**src/rtl/rgr_pkg.sv**
```systemverilog
// Shared types and constants of the glyph rasterizer.
`timescale 1ns / 1ps
package rgr_pkg;

   localparam int NUM_INKS      = 7;
   localparam int CSR_ADDR_W    = 5;
   localparam int CSR_DATA_W    = 32;
   localparam int COLOR_W       = 16;
   localparam int BLEND_BIT_POS = 15;

   localparam logic [7:0]         CODE_BLANK    = 8'd0;
   localparam logic [7:0]         CODE_SKIP_MIN = 8'd8;
   localparam logic [7:0]         CODE_END      = 8'd255;
   localparam logic [7:0]         SKIP_BIAS     = 8'd6;
   localparam logic [COLOR_W-1:0] NOT_DRAWN     = 16'hFFFF;
   localparam logic [COLOR_W-1:0] BLEND_MASK    = COLOR_W'(1) << BLEND_BIT_POS;

   typedef logic [NUM_INKS-1:0][COLOR_W-1:0] palette_type;

   typedef enum logic [1:0] {
      PH_IDLE,
      PH_HEIGHT,
      PH_CODES
   } phase_type;

   typedef enum logic [1:0] {
      ST_IDLE,
      ST_SKIP,
      ST_EMIT
   } seq_state_type;

   typedef struct packed {
      logic load;
      logic step;
   } step_ctrl_type;

   typedef struct packed {
      logic               pixel_write;
      logic [7:0]         column;
      logic [7:0]         row;
      logic [COLOR_W-1:0] pixel_color;
      logic               blend;
      logic               glyph_done;
   } result_type;

endpackage

```
**src/rtl/rle_glyph_rasterizer.sv**
```systemverilog
// Top level: byte sequencer, palette lookup and result register.
//
// Usage: glyph record bytes enter on the req_ channel, one byte per item;
// req_record_start marks the width byte, the next byte is the height.
// Each code byte yields at most one item on the rsp_ channel: a pixel
// write, a glyph end, or both. Ink colors are written through the csr_
// port while the block is idle.
// Timing: a skip code n (8..254) makes the position walker advance n-6
// positions, one position per cycle. A byte that yields a result is first
// held in the pending register and then moves into the output register,
// from which it appears on rsp_.
// req_stall is high while a skip run is walked or a result waits for the
// output register; the next byte is taken once both are done.
// Reset: synchronous; clears the record phase, the walker and the output
// valid, and sets every ink color to 0xFFFF (not drawn).
// Stall: while rsp_stall is high the result holds in place; the next
// result waits inside with req_stall high until the output register frees.
`timescale 1ns / 1ps
module rle_glyph_rasterizer (
   input  logic                            clock,
   input  logic                            reset,
   input  logic                            req_valid,
   output logic                            req_stall,
   input  logic                            req_record_start,
   input  logic [7:0]                      req_glyph_byte,
   output logic                            rsp_valid,
   input  logic                            rsp_stall,
   output logic                            rsp_pixel_write,
   output logic [7:0]                      rsp_column,
   output logic [7:0]                      rsp_row,
   output logic [rgr_pkg::COLOR_W-1:0]     rsp_pixel_color,
   output logic                            rsp_blend_with_background,
   output logic                            rsp_glyph_done,
   input  logic                            csr_psel,
   input  logic                            csr_penable,
   input  logic                            csr_pwrite,
   input  logic [rgr_pkg::CSR_ADDR_W-1:0]  csr_paddr,
   input  logic [rgr_pkg::CSR_DATA_W-1:0]  csr_pwdata,
   output logic [rgr_pkg::CSR_DATA_W-1:0]  csr_prdata,
   output logic                            csr_pready
);
   import rgr_pkg::*;

   palette_type   palette;
   step_ctrl_type step_ctrl;
   logic [7:0]    pos_column;
   logic [7:0]    pos_row;
   logic          pos_last;

   seq_state_type state_ff, state_in;
   phase_type     phase_ff, phase_in;
   logic [7:0]    width_ff, width_in;
   logic [7:0]    run_ff, run_in;
   result_type    pend_ff, pend_in;
   result_type    out_ff, out_in;
   logic          out_valid_ff, out_valid_in;

   logic               accept;
   logic               out_free;
   logic [8:0]         load_columns;
   logic [COLOR_W-1:0] ink;
   logic [2:0]         ink_index;

   rgr_palette u_palette (
      .clock       (clock),
      .reset       (reset),
      .csr_psel    (csr_psel),
      .csr_penable (csr_penable),
      .csr_pwrite  (csr_pwrite),
      .csr_paddr   (csr_paddr),
      .csr_pwdata  (csr_pwdata),
      .csr_prdata  (csr_prdata),
      .csr_pready  (csr_pready),
      .palette     (palette)
   );

   rgr_stepper u_stepper (
      .clock        (clock),
      .reset        (reset),
      .ctrl         (step_ctrl),
      .load_height  (req_glyph_byte),
      .load_columns (load_columns),
      .column       (pos_column),
      .row          (pos_row),
      .last         (pos_last)
   );

   assign req_stall    = (state_ff != ST_IDLE);
   assign accept       = req_valid && !req_stall;
   assign out_free     = !out_valid_ff || !rsp_stall;
   assign load_columns = (width_ff == 8'd0) ? 9'd256 : {1'b0, width_ff};
   assign ink_index    = req_glyph_byte[2:0] - 3'd1;
   assign ink          = palette[ink_index];

   assign rsp_valid                 = out_valid_ff;
   assign rsp_pixel_write           = out_ff.pixel_write;
   assign rsp_column                = out_ff.column;
   assign rsp_row                   = out_ff.row;
   assign rsp_pixel_color           = out_ff.pixel_color;
   assign rsp_blend_with_background = out_ff.blend;
   assign rsp_glyph_done            = out_ff.glyph_done;

   always_comb begin
      state_in     = state_ff;
      phase_in     = phase_ff;
      width_in     = width_ff;
      run_in       = run_ff;
      pend_in      = pend_ff;
      out_in       = out_ff;
      out_valid_in = out_valid_ff;
      step_ctrl    = '0;

      if (out_valid_ff && !rsp_stall) begin
         out_valid_in = 1'b0;
      end

      case (state_ff)
         ST_IDLE: begin
            if (accept) begin
               pend_in = '0;
               if (req_record_start) begin
                  width_in = req_glyph_byte;
                  phase_in = PH_HEIGHT;
               end else if (phase_ff == PH_HEIGHT) begin
                  step_ctrl.load = 1'b1;
                  phase_in       = PH_CODES;
               end else if (phase_ff == PH_CODES) begin
                  if (req_glyph_byte == CODE_END) begin
                     pend_in.glyph_done = 1'b1;
                     phase_in           = PH_IDLE;
                     state_in           = ST_EMIT;
                  end else if (req_glyph_byte >= CODE_SKIP_MIN) begin
                     run_in   = req_glyph_byte - SKIP_BIAS;
                     state_in = ST_SKIP;
                  end else begin
                     if (req_glyph_byte != CODE_BLANK && ink != NOT_DRAWN) begin
                        pend_in.pixel_write = 1'b1;
                        pend_in.column      = pos_column;
                        pend_in.row         = pos_row;
                        pend_in.pixel_color = ink & ~BLEND_MASK;
                        pend_in.blend       = ink[BLEND_BIT_POS];
                     end
                     step_ctrl.step     = 1'b1;
                     pend_in.glyph_done = pos_last;
                     if (pos_last) begin
                        phase_in = PH_IDLE;
                     end
                     if (pend_in.pixel_write || pos_last) begin
                        state_in = ST_EMIT;
                     end
                  end
               end
            end
         end
         ST_SKIP: begin
            step_ctrl.step = 1'b1;
            run_in         = run_ff - 8'd1;
            if (pos_last) begin
               pend_in.glyph_done = 1'b1;
               phase_in           = PH_IDLE;
               state_in           = ST_EMIT;
            end else if (run_ff == 8'd1) begin
               state_in = ST_IDLE;
            end
         end
         ST_EMIT: begin
            if (out_free) begin
               out_in       = pend_ff;
               out_valid_in = 1'b1;
               state_in     = ST_IDLE;
            end
         end
         default: begin
            state_in = ST_IDLE;
         end
      endcase
   end

   always_ff @(posedge clock) begin
      if (reset) begin
         state_ff     <= ST_IDLE;
         phase_ff     <= PH_IDLE;
         width_ff     <= '0;
         out_valid_ff <= 1'b0;
      end else begin
         state_ff     <= state_in;
         phase_ff     <= phase_in;
         width_ff     <= width_in;
         out_valid_ff <= out_valid_in;
      end
   end

   always_ff @(posedge clock) begin
      run_ff  <= run_in;
      pend_ff <= pend_in;
      out_ff  <= out_in;
   end

endmodule

```
**src/rtl/rgr_palette.sv**
```systemverilog
// Ink color registers behind the APB-style configuration port.
`timescale 1ns / 1ps
module rgr_palette (
   input  logic                            clock,
   input  logic                            reset,
   input  logic                            csr_psel,
   input  logic                            csr_penable,
   input  logic                            csr_pwrite,
   input  logic [rgr_pkg::CSR_ADDR_W-1:0]  csr_paddr,
   input  logic [rgr_pkg::CSR_DATA_W-1:0]  csr_pwdata,
   output logic [rgr_pkg::CSR_DATA_W-1:0]  csr_prdata,
   output logic                            csr_pready,
   output rgr_pkg::palette_type            palette
);
   import rgr_pkg::*;

   palette_type ink_ff;
   palette_type ink_in;
   logic [2:0]  reg_index;
   logic        wr_en;

   assign reg_index  = csr_paddr[4:2];
   assign wr_en      = csr_psel && csr_penable && csr_pwrite;
   assign csr_pready = 1'b1;
   assign palette    = ink_ff;

   always_comb begin
      ink_in = ink_ff;
      if (wr_en && (int'(reg_index) < NUM_INKS)) begin
         ink_in[reg_index] = csr_pwdata[COLOR_W-1:0];
      end
   end

   always_comb begin
      csr_prdata = '0;
      if (int'(reg_index) < NUM_INKS) begin
         csr_prdata = CSR_DATA_W'(ink_ff[reg_index]);
      end
   end

   always_ff @(posedge clock) begin
      if (reset) begin
         for (int i = 0; i < NUM_INKS; i++) begin
            ink_ff[i] <= NOT_DRAWN;
         end
      end else begin
         ink_ff <= ink_in;
      end
   end

endmodule

```
**src/rtl/rgr_stepper.sv**
```systemverilog
// Position walker: advances one pixel position per step, column-major.
`timescale 1ns / 1ps
module rgr_stepper (
   input  logic                  clock,
   input  logic                  reset,
   input  rgr_pkg::step_ctrl_type ctrl,
   input  logic [7:0]            load_height,
   input  logic [8:0]            load_columns,
   output logic [7:0]            column,
   output logic [7:0]            row,
   output logic                  last
);
   import rgr_pkg::*;

   logic [7:0] height_ff, height_in;
   logic [7:0] column_ff, column_in;
   logic [7:0] row_ff, row_in;
   logic [8:0] cols_left_ff, cols_left_in;
   logic [7:0] row_next;
   logic       col_end;

   assign row_next = row_ff + 8'd1;
   assign col_end  = (row_next == height_ff);
   assign last     = col_end && (cols_left_ff == 9'd1);
   assign column   = column_ff;
   assign row      = row_ff;

   always_comb begin
      height_in    = height_ff;
      column_in    = column_ff;
      row_in       = row_ff;
      cols_left_in = cols_left_ff;
      if (ctrl.load) begin
         height_in    = load_height;
         column_in    = '0;
         row_in       = '0;
         cols_left_in = load_columns;
      end else if (ctrl.step) begin
         if (col_end) begin
            row_in       = '0;
            column_in    = column_ff + 8'd1;
            cols_left_in = cols_left_ff - 9'd1;
         end else begin
            row_in = row_next;
         end
      end
   end

   always_ff @(posedge clock) begin
      if (reset) begin
         height_ff    <= '0;
         column_ff    <= '0;
         row_ff       <= '0;
         cols_left_ff <= '0;
      end else begin
         height_ff    <= height_in;
         column_ff    <= column_in;
         row_ff       <= row_in;
         cols_left_ff <= cols_left_in;
      end
   end

endmodule
```
**config.mk**
```make
export PLATFORM = sky130hd
export DESIGN_NAME = rle_glyph_rasterizer
export DESIGN_NICKNAME = d
export VERILOG_FILES = /design/src/rtl/rgr_pkg.sv /design/src/rtl/rle_glyph_rasterizer.sv /design/src/rtl/rgr_palette.sv /design/src/rtl/rgr_stepper.sv
export SDC_FILE = /design/constraint.sdc
export NUM_CORES = 1
export LEC_CHECK = 0
export BUFFER_PORTS_ARGS = -buffer_cell sky130_fd_sc_hd__buf_2
export CELL_PAD_IN_SITES_DETAIL_PLACEMENT = 1
export CELL_PAD_IN_SITES_GLOBAL_PLACEMENT = 1
export CORE_ASPECT_RATIO = 1.25
export CORE_MARGIN = 2
export CORE_UTILIZATION = 43
export CTS_BUF_LIST = sky130_fd_sc_hd__clkbuf_8
export CTS_CLUSTER_DIAMETER = 200
export DETAILED_ROUTE_END_ITERATION = 10
export GPL_TIMING_DRIVEN = 0
export MAX_ROUTING_LAYER = met4
export PLACE_DENSITY = 0.86
export SYNTH_ARGS = -nofsm -noshare
export SYNTH_HDL_FRONTEND = slang
export SYNTH_SLANG_ARGS = --single-unit
```
**constraint.sdc**
```tcl
create_clock -name clock -period 2.7 [get_ports clock]
set_input_delay 0.27 -clock clock [delete_from_list [all_inputs] [get_ports clock]]
set_output_delay 0.27 -clock clock [all_outputs]
set_load 0.01 [all_outputs]
```
==> impl_metrics.json, run 1 <==
{
  "reg2reg_depth": 8,
  "h-tree-depth": 2,
  "drive_gt1_frac": 0.200,
  "reg2reg_slack_ps": 140,
  "track_usage": 0.275,
  "yosysUniqueCellTypes": 69,
  "finalPower_mw": 7.64,
  "setup.worst_path.start_class": "input pin",
  "critPathCaptureType": "register",
  "syn_inst": 1129,
  "grt_pass1_vias": 10400,
  "vias_per_cell": 5.87,
  "cts.sinks": 234,
  "clock_tree.buffer_depth": 3,
  "arrival_ps": 2890,
  "cp_max_fo": 10,
  "maxSlewViolCount": 0,
  "ir_drop_mv": 0.400,
  "fin_util": 0.511,
  "hold_violations": 0,
  "final_area_mm2": 0.0134,
  "fin_nets": 1333,
  "rsz0062_at_grt": "no",
  "synth_warnings": 0,
  "grt_start_max_net_pins": 30,
  "io_buffers": 83,
  "ys_top_cells_by_area": "dfxtp_1 28%, edfxtp_1 20%, a211o_1 8.5%",
  "setup_slack_ps": 97.0,
  "ios": 123,
  "drc": 0,
  "maxCapViolCount": 0,
  "timing.fmax_ghz": 0.384,
  "syn_to_final_growth_pct": 16.4,
  "dp.final_hpwl_um": 26900,
  "r2r_start": "u_stepper.row[1]$_SDFFE_PP0P_",
  "fin_skew_ps": 55.5,
  "grt_first_pass_wirelength_um": 57800,
  "fill_cells": 3005,
  "clk_latency_ps": 590,
  "core_area_mm2": 0.0262,
  "hp-start": "csr_pwdata[6]",
  "cts_buffers": 39,
  "whs_ps": 13.1,
  "period_minus_slack_ps": 2600,
  "drtPass1Iterations": 7,
  "slew_headroom": 0.421,
  "yosysTopAreaCellShare": 0.275,
  "ys_ff_latch": 234,
  "cts_root_buf": "clkbuf_8",
  "pre_cts_ws_ps": -1050,
  "synth_area_mm2": 0.0115,
  "synth_area_per_cell_um2": 10.2,
  "die_area_mm2": 0.0280,
  "drtIter0Drc": 726,
  "gp_congestion": 0.955,
  "die_y_um": 187,
  "wl_per_cell_um": 22.8,
  "hold_end": "u_palette.palette[38]$_SDFFE_PP1P_",
  "start_util": 0.439,
  "drt-total-wl_um": 37300,
  "path_class": "input pin to register",
  "finalSetupTns_ps": 0,
  "detailed_place.area_mm2": 0.0124,
  "synth_edf_count": 76,
  "max_slew.worst_pin.slew_ps": 864,
  "cts_tree": "done",
  "ys_seq_area_frac": 0.474,
  "synth_top_area_cell": "dfxtp_1",
  "synthArstFlopShare": 0,
  "antenna_found_initial": 0,
  "antenna_cells": 0,
  "stdcell_count": 1639,
  "reg2reg_to": "u_stepper.column[5]$_SDFFE_PP0P_",
  "ys.flop_type": "dfxtp_1",
  "die_x_um": 150,
  "status": "finished clean",
  "num_rows": 66,
  "overflow": 0,
  "post-place-cells": 1569,
  "leakagePower_nw": 4.68,
  "clkTransAtPathRegs_ps": 60,
  "finalSetupViolations": 0,
  "vias": 9623,
  "min_period_over_period": 0.964,
  "crit_required_ps": 2980,
  "power-per-cell-area_mw_per_mm2": 572,
  "hold_depth": 2,
  "hp-class": "input pin to register",
  "ant_nets": 0
}
-- cells in the final DEF (no fill, tap or decap), types with 21 or more instances in the layout --
| cell | instances |
|---|---|
| o21ai_0 | 24 |
| buf_4 | 25 |
| mux2_2 | 21 |
| a21oi_1 | 59 |
| xnor2_1 | 21 |
| edfxtp_1 | 76 |
| nor2_1 | 73 |
| dfxtp_1 | 156 |
| nor3_1 | 28 |
| nor2b_1 | 120 |
| clkbuf_8 | 46 |
| inv_1 | 41 |
| mux2i_1 | 27 |
| buf_2 | 88 |
| clkbuf_1 | 51 |
| nand2_1 | 81 |
| a211o_1 | 112 |
-- timing repair --
action                     CTS  global route
setup endpoints to repair   93            39
setup buffers                3             1
gates cloned                 1             0
hold endpoints to repair     2             0
resized for setup           23            16
pin swaps                    2             3
hold buffers                 1             0
-- sequential cells by signal, summed over array words and instances, names as in the netlist --
name                       count
u_stepper.row                  8
rsp_pixel_write                1
run_ff                         8
width_ff                       8
state_ff                       2
rsp_glyph_done                 1
rsp_valid                      1
rsp_blend_with_background      1
u_stepper.height_ff            8
phase_ff                       2
u_stepper.column               8
u_palette.palette            112
rsp_row                        8
rsp_pixel_color               15
pend_ff                       34
u_stepper.cols_left_ff         9
rsp_column                     8
-- where the power goes --
group	switching, mW	total, mW	internal [mW]	leakage [nW]
combinational	0.493	0.769	0.276	2.23
sequential	0.0371	3.72	3.68	2.01
clock	1.49	3.15	1.66	0.439
total	2.02	7.64	5.62	4.68
-- critical path, cell delays in order --
cell and delay (ps):
buf_2 220, inv_1 160, ha_4 220, xor2_4 180, buf_6 190, buf_2 220, nor3_1 300, a21oi_2 110
a22oi_1 230, nand4_1 240, o21ai_4 300, buf_6 180, a21oi_1 70
-- routing by layer --
layer / part of all wire / vias up / track usage
li1: - / 4365 / -
met1: 0.38 / 4760 / 0.304
met2: 0.52 / 378 / 0.478
met3: 0.055 / 120 / 0.0428
met4: 0.047 / 0 / 0.133
met5: 0 / - / -
-- area by class of cell --
cell class,count,area [um^2],area share
plain buffers,94,507,0.0379
clock buffers,46,633,0.0474
clock inverters,23,140,0.0105
repair buffers,89,475,0.0356
repair inverters,1,5.00,0.000374
multi-input cells,780,5600,0.419
inverters,32,124,0.00927
flip-flops and latches,234,5450,0.408
well taps,340,425,0.0318
-- cell families (layout without fill, tap and decap cells) --
kind of cell	count (synthesis)	in the layout	share of synthesized area
simple gates	374	374	0.171
mux	68	68	0.0834
other cells	2	18	0.000654
flops	234	234	0.474
fa+ha+maj	9	9	0.00981
compound gates	278	278	0.182
xor+xnor	33	33	0.0258
buf+inv	131	285	0.0535
-- synthesized netlist by cell type (8+ instances only) --
cell type    n
dfxtp_1    158
nor2_1      73
a22oi_1     20
inv_1       32
buf_4       21
nor2b_1    120
mux2i_1     27
nor3_1      31
nand2b_1    12
o21ai_0     24
ha_1         9
edfxtp_1    76
mux4_2      20
nand3_1     14
a211o_1    112
a221o_1      8
clkbuf_1    58
a21oi_1     70
mux2_2      21
xnor2_1     21
xor2_1      11
buf_1       10
nand2_1     81
-- worst max-delay path by stage --
stage / start / endpoint / slack, ps
after global routing: u_stepper.row[1]$_SDFFE_PP0P_ / u_stepper.column[5]$_SDFFE_PP0P_ / 20
final: req_glyph_byte[0] / pend_ff[14]$_SDFFCE_PP0P_ / 100
after detailed placement: state_ff[1]$_SDFFE_PP0P_ / u_stepper.row[0]$_SDFFE_PP0P_ / -1050
after CTS: req_glyph_byte[0] / pend_ff[14]$_SDFFCE_PP0P_ / 5
after floorplan: req_glyph_byte[0] / pend_ff[15]$_SDFFCE_PP0P_ / 8
after global placement: state_ff[0]$_SDFFE_PP0P_ / u_stepper.row[5]$_SDFFE_PP0P_ / -920
Power figures use the tool's default switching activity.
==> run 2: changes to the inputs <==
--- a/config.mk
+++ b/config.mk
@@ -10,13 +10,13 @@
 export CELL_PAD_IN_SITES_GLOBAL_PLACEMENT = 1
 export CORE_ASPECT_RATIO = 1.25
 export CORE_MARGIN = 2
-export CORE_UTILIZATION = 43
+export CORE_UTILIZATION = 48
 export CTS_BUF_LIST = sky130_fd_sc_hd__clkbuf_8
 export CTS_CLUSTER_DIAMETER = 200
 export DETAILED_ROUTE_END_ITERATION = 10
 export GPL_TIMING_DRIVEN = 0
 export MAX_ROUTING_LAYER = met4
-export PLACE_DENSITY = 0.86
+export PLACE_DENSITY = 0.9
 export SYNTH_ARGS = -nofsm -noshare
 export SYNTH_HDL_FRONTEND = slang
 export SYNTH_SLANG_ARGS = --single-unit
==> constraint.sdc (replaced) <==
create_clock -name clock -period 2.5 [get_ports clock]
set_input_delay 0.25 -clock clock [delete_from_list [all_inputs] [get_ports clock]]
set_output_delay 0.25 -clock clock [all_outputs]
set_load 0.01 [all_outputs]
==> impl_metrics.json, run 2 (synthesis gave the netlist of run 1 again) <==
{
  "setup.worst_path.start_class": "input pin",
  "cts_tree": "done",
  "final_area_mm2": 0.0137,
  "violations": "negative setup slack",
  "grt_pass1_vias": 10600,
  "period_minus_slack_ps": 2540,
  "maxCapViolCount": 0,
  "detailed_place.area_mm2": 0.0124,
  "clock_tree.buffer_depth": 3,
  "grt_first_pass_wirelength_um": 60100,
  "drtPass1Iterations": 5,
  "power-per-cell-area_mw_per_mm2": 599,
  "final_cell_mix": "155 x dfxtp_1, 120 x nor2b_1, 112 x a211o_1",
  "final_common_cell": "dfxtp_1",
  "reg2reg_depth": 9,
  "cts.sinks": 234,
  "drt-total-wl_um": 40600,
  "cp_slowest_stage_delay_ps": 560,
  "die_area_mm2": 0.0252,
  "cts_root_buf": "clkbuf_8",
  "core_area_mm2": 0.0236,
  "drc": 0,
  "largest_reg_flops": 112,
  "fill_cells": 2631,
  "die_x_um": 142,
  "p_int_mw": 6.00,
  "finalSetupViolations": 2,
  "ios": 123,
  "grt_start_max_net_pins": 34,
  "gp_congestion": 0.931,
  "track_usage": 0.320,
  "dp.final_hpwl_um": 26600,
  "die_y_um": 177,
  "fin_nets": 1357,
  "whs_ps": 35.1,
  "clk_latency_ps": 560,
  "status": "complete, but fails checks",
  "antenna_found_initial": 0,
  "cts_buffers": 39,
  "fin_skew_ps": 36.0,
  "leakagePower_nw": 4.85,
  "overflow": 0,
  "p_comb_frac": 0.113,
  "ant_nets": 0,
  "hold_violations": 0,
  "drive_gt1_frac": 0.229,
  "net-switching-power_mw": 2.20,
  "final-seq-area_mm2": 0.00545,
  "wl_per_cell_um": 25.1,
  "seqPwrFrac": 0.490,
  "start_util": 0.486,
  "crit_required_ps": 2980,
  "antenna_cells": 0,
  "arrival_ps": 3020,
  "r2r_start": "u_stepper.row[1]$_SDFFE_PP0P_",
  "worstPathCellList": "buf_4 > inv_4 > ha_4 > xor2_4 > buf_6 > buf_16 > mux4_2 > a21oi_4 > a22oi_1 > nand4_1 > buf_4 > buf_4 > o221ai_1 > a31oi_1",
  "vias": 10200,
  "slowest_stage": "mux4_2",
  "setup_slack_ps": -35.4,
  "num_rows": 63,
  "drtIter0Drc": 897,
  "multi_input_area_mm2": 0.00579,
  "max_slew.worst_pin.slew_ps": 1000,
  "cp-startpoint": "req_glyph_byte[0]",
  "crit_top_cell": "buf_4",
  "hp-class": "input pin to register",
  "cp_max_fo": 8,
  "clkPwrFrac": 0.397,
  "critPathCaptureType": "register",
  "maxSlewViolCount": 0,
  "fin_util": 0.579,
  "reg2reg_to": "u_stepper.cols_left_ff[2]$_SDFFE_PP0P_",
  "path_class": "input pin to register",
  "finalPower_mw": 8.20,
  "reg2reg_slack_ps": 10,
  "syn_to_final_growth_pct": 19.3,
  "pre_cts_ws_ps": -811,
  "sw_frac_of_total": 0.268,
  "vias_per_cell": 6.34,
  "min_period_over_period": 1.01,
  "setup.worst_path.end": "state_ff[1]$_SDFFE_PP0P_",
  "ir_drop_mv": 0.542,
  "h-tree-depth": 2,
  "timing.fmax_ghz": 0.394,
  "clkTransAtPathRegs_ps": 80,
  "slew_headroom": 0.332,
  "io_buffers": 83
}
-- run 2: changes by cell type in the layout (fill, tap and decap cells not counted), sizes merged --
cell / before / now
clkbuf: 99 / 102
clkinvlp: 2 / 3
inv: 44 / 52
buf: 129 / 144
clkinv: 9 / 3
dlygate4sd3: 1 / 4
-- run 2: how the worst min path moves through the flow --
stage | startpoint | end | cells after the start
global placement | pend_ff[20]$_SDFFCE_PP0P_ | rsp_row[2]$_DFFE_PP_ | 0
floorplan | csr_pwdata[0] | u_palette.palette[0]$_SDFFE_PP1P_ | 1
detailed placement | pend_ff[20]$_SDFFCE_PP0P_ | rsp_row[2]$_DFFE_PP_ | 0
CTS | req_glyph_byte[4] | u_stepper.height_ff[4]$_SDFFE_PP0P_ | 3
finish | csr_pwdata[3] | u_palette.palette[51]$_SDFFE_PP1P_ | 2
global route | req_glyph_byte[4] | width_ff[4]$_SDFFE_PP0P_ | 3
-- run 2: timing repair --
item / in CTS / in global routing
resized for setup: 49 / 43
gates cloned: 2 / 1
hold buffers: 4 / 0
endpoints found under the hold margin: 6 / 0
pin swaps: 9 / 13
buffers inserted: 12 / 11
endpoints found under the setup margin: 85 / 58
-- run 2: final cells by class --
class / count / area share
plain buffers: 94 / 0.0394
clock buffers: 43 / 0.0432
clock inverters: 26 / 0.00950
inverters: 32 / 0.00922
multi-input cells: 780 / 0.423
flip-flops and latches: 234 / 0.398
well taps: 292 / 0.0267
repair buffers: 113 / 0.0508
repair inverters: 1 / 0.000365
-- run 2: layer usage --
layer / GRT usage / part of all wire / wire, um
met2: 0.565 / 0.51 / 20800
met3: 0.0579 / 0.071 / 2900
met4: 0.171 / 0.057 / 2310
met1: 0.340 / 0.36 / 14600
met5: - / 0 / 0
-- run 2: power groups by stage --
stage	Clock [mW]	Sequential, mW	Combinational, mW
finish	3.26	4.02	0.929
floorplan	0	4.08	0.498
detailed placement	0	4.10	0.776
global route	3.44	4.02	0.974
CTS	3.26	4.02	0.847
global placement	0	4.10	0.752
-- run 2: worst max-delay path, delay by kind of cell --
kind                       cells  cell delay [ps]
buffers and inverters          6              830
and+or+nand+nor                1              220
xor gates and xnor gates       1              290
adders and majority gates      1              180
muxes                          1              560
AOI/OAI and AO/OA              4              690
-- run 2: per-stage QoR --
step,setup TNS [ps],instances
6_report,-36.3,1615
3_5_place_dp,-47950,1521
3_3_place_gp,-41680,1520
4_1_cts,0,1604
2_1_floorplan,0,1145
5_1_grt,-1500,1615
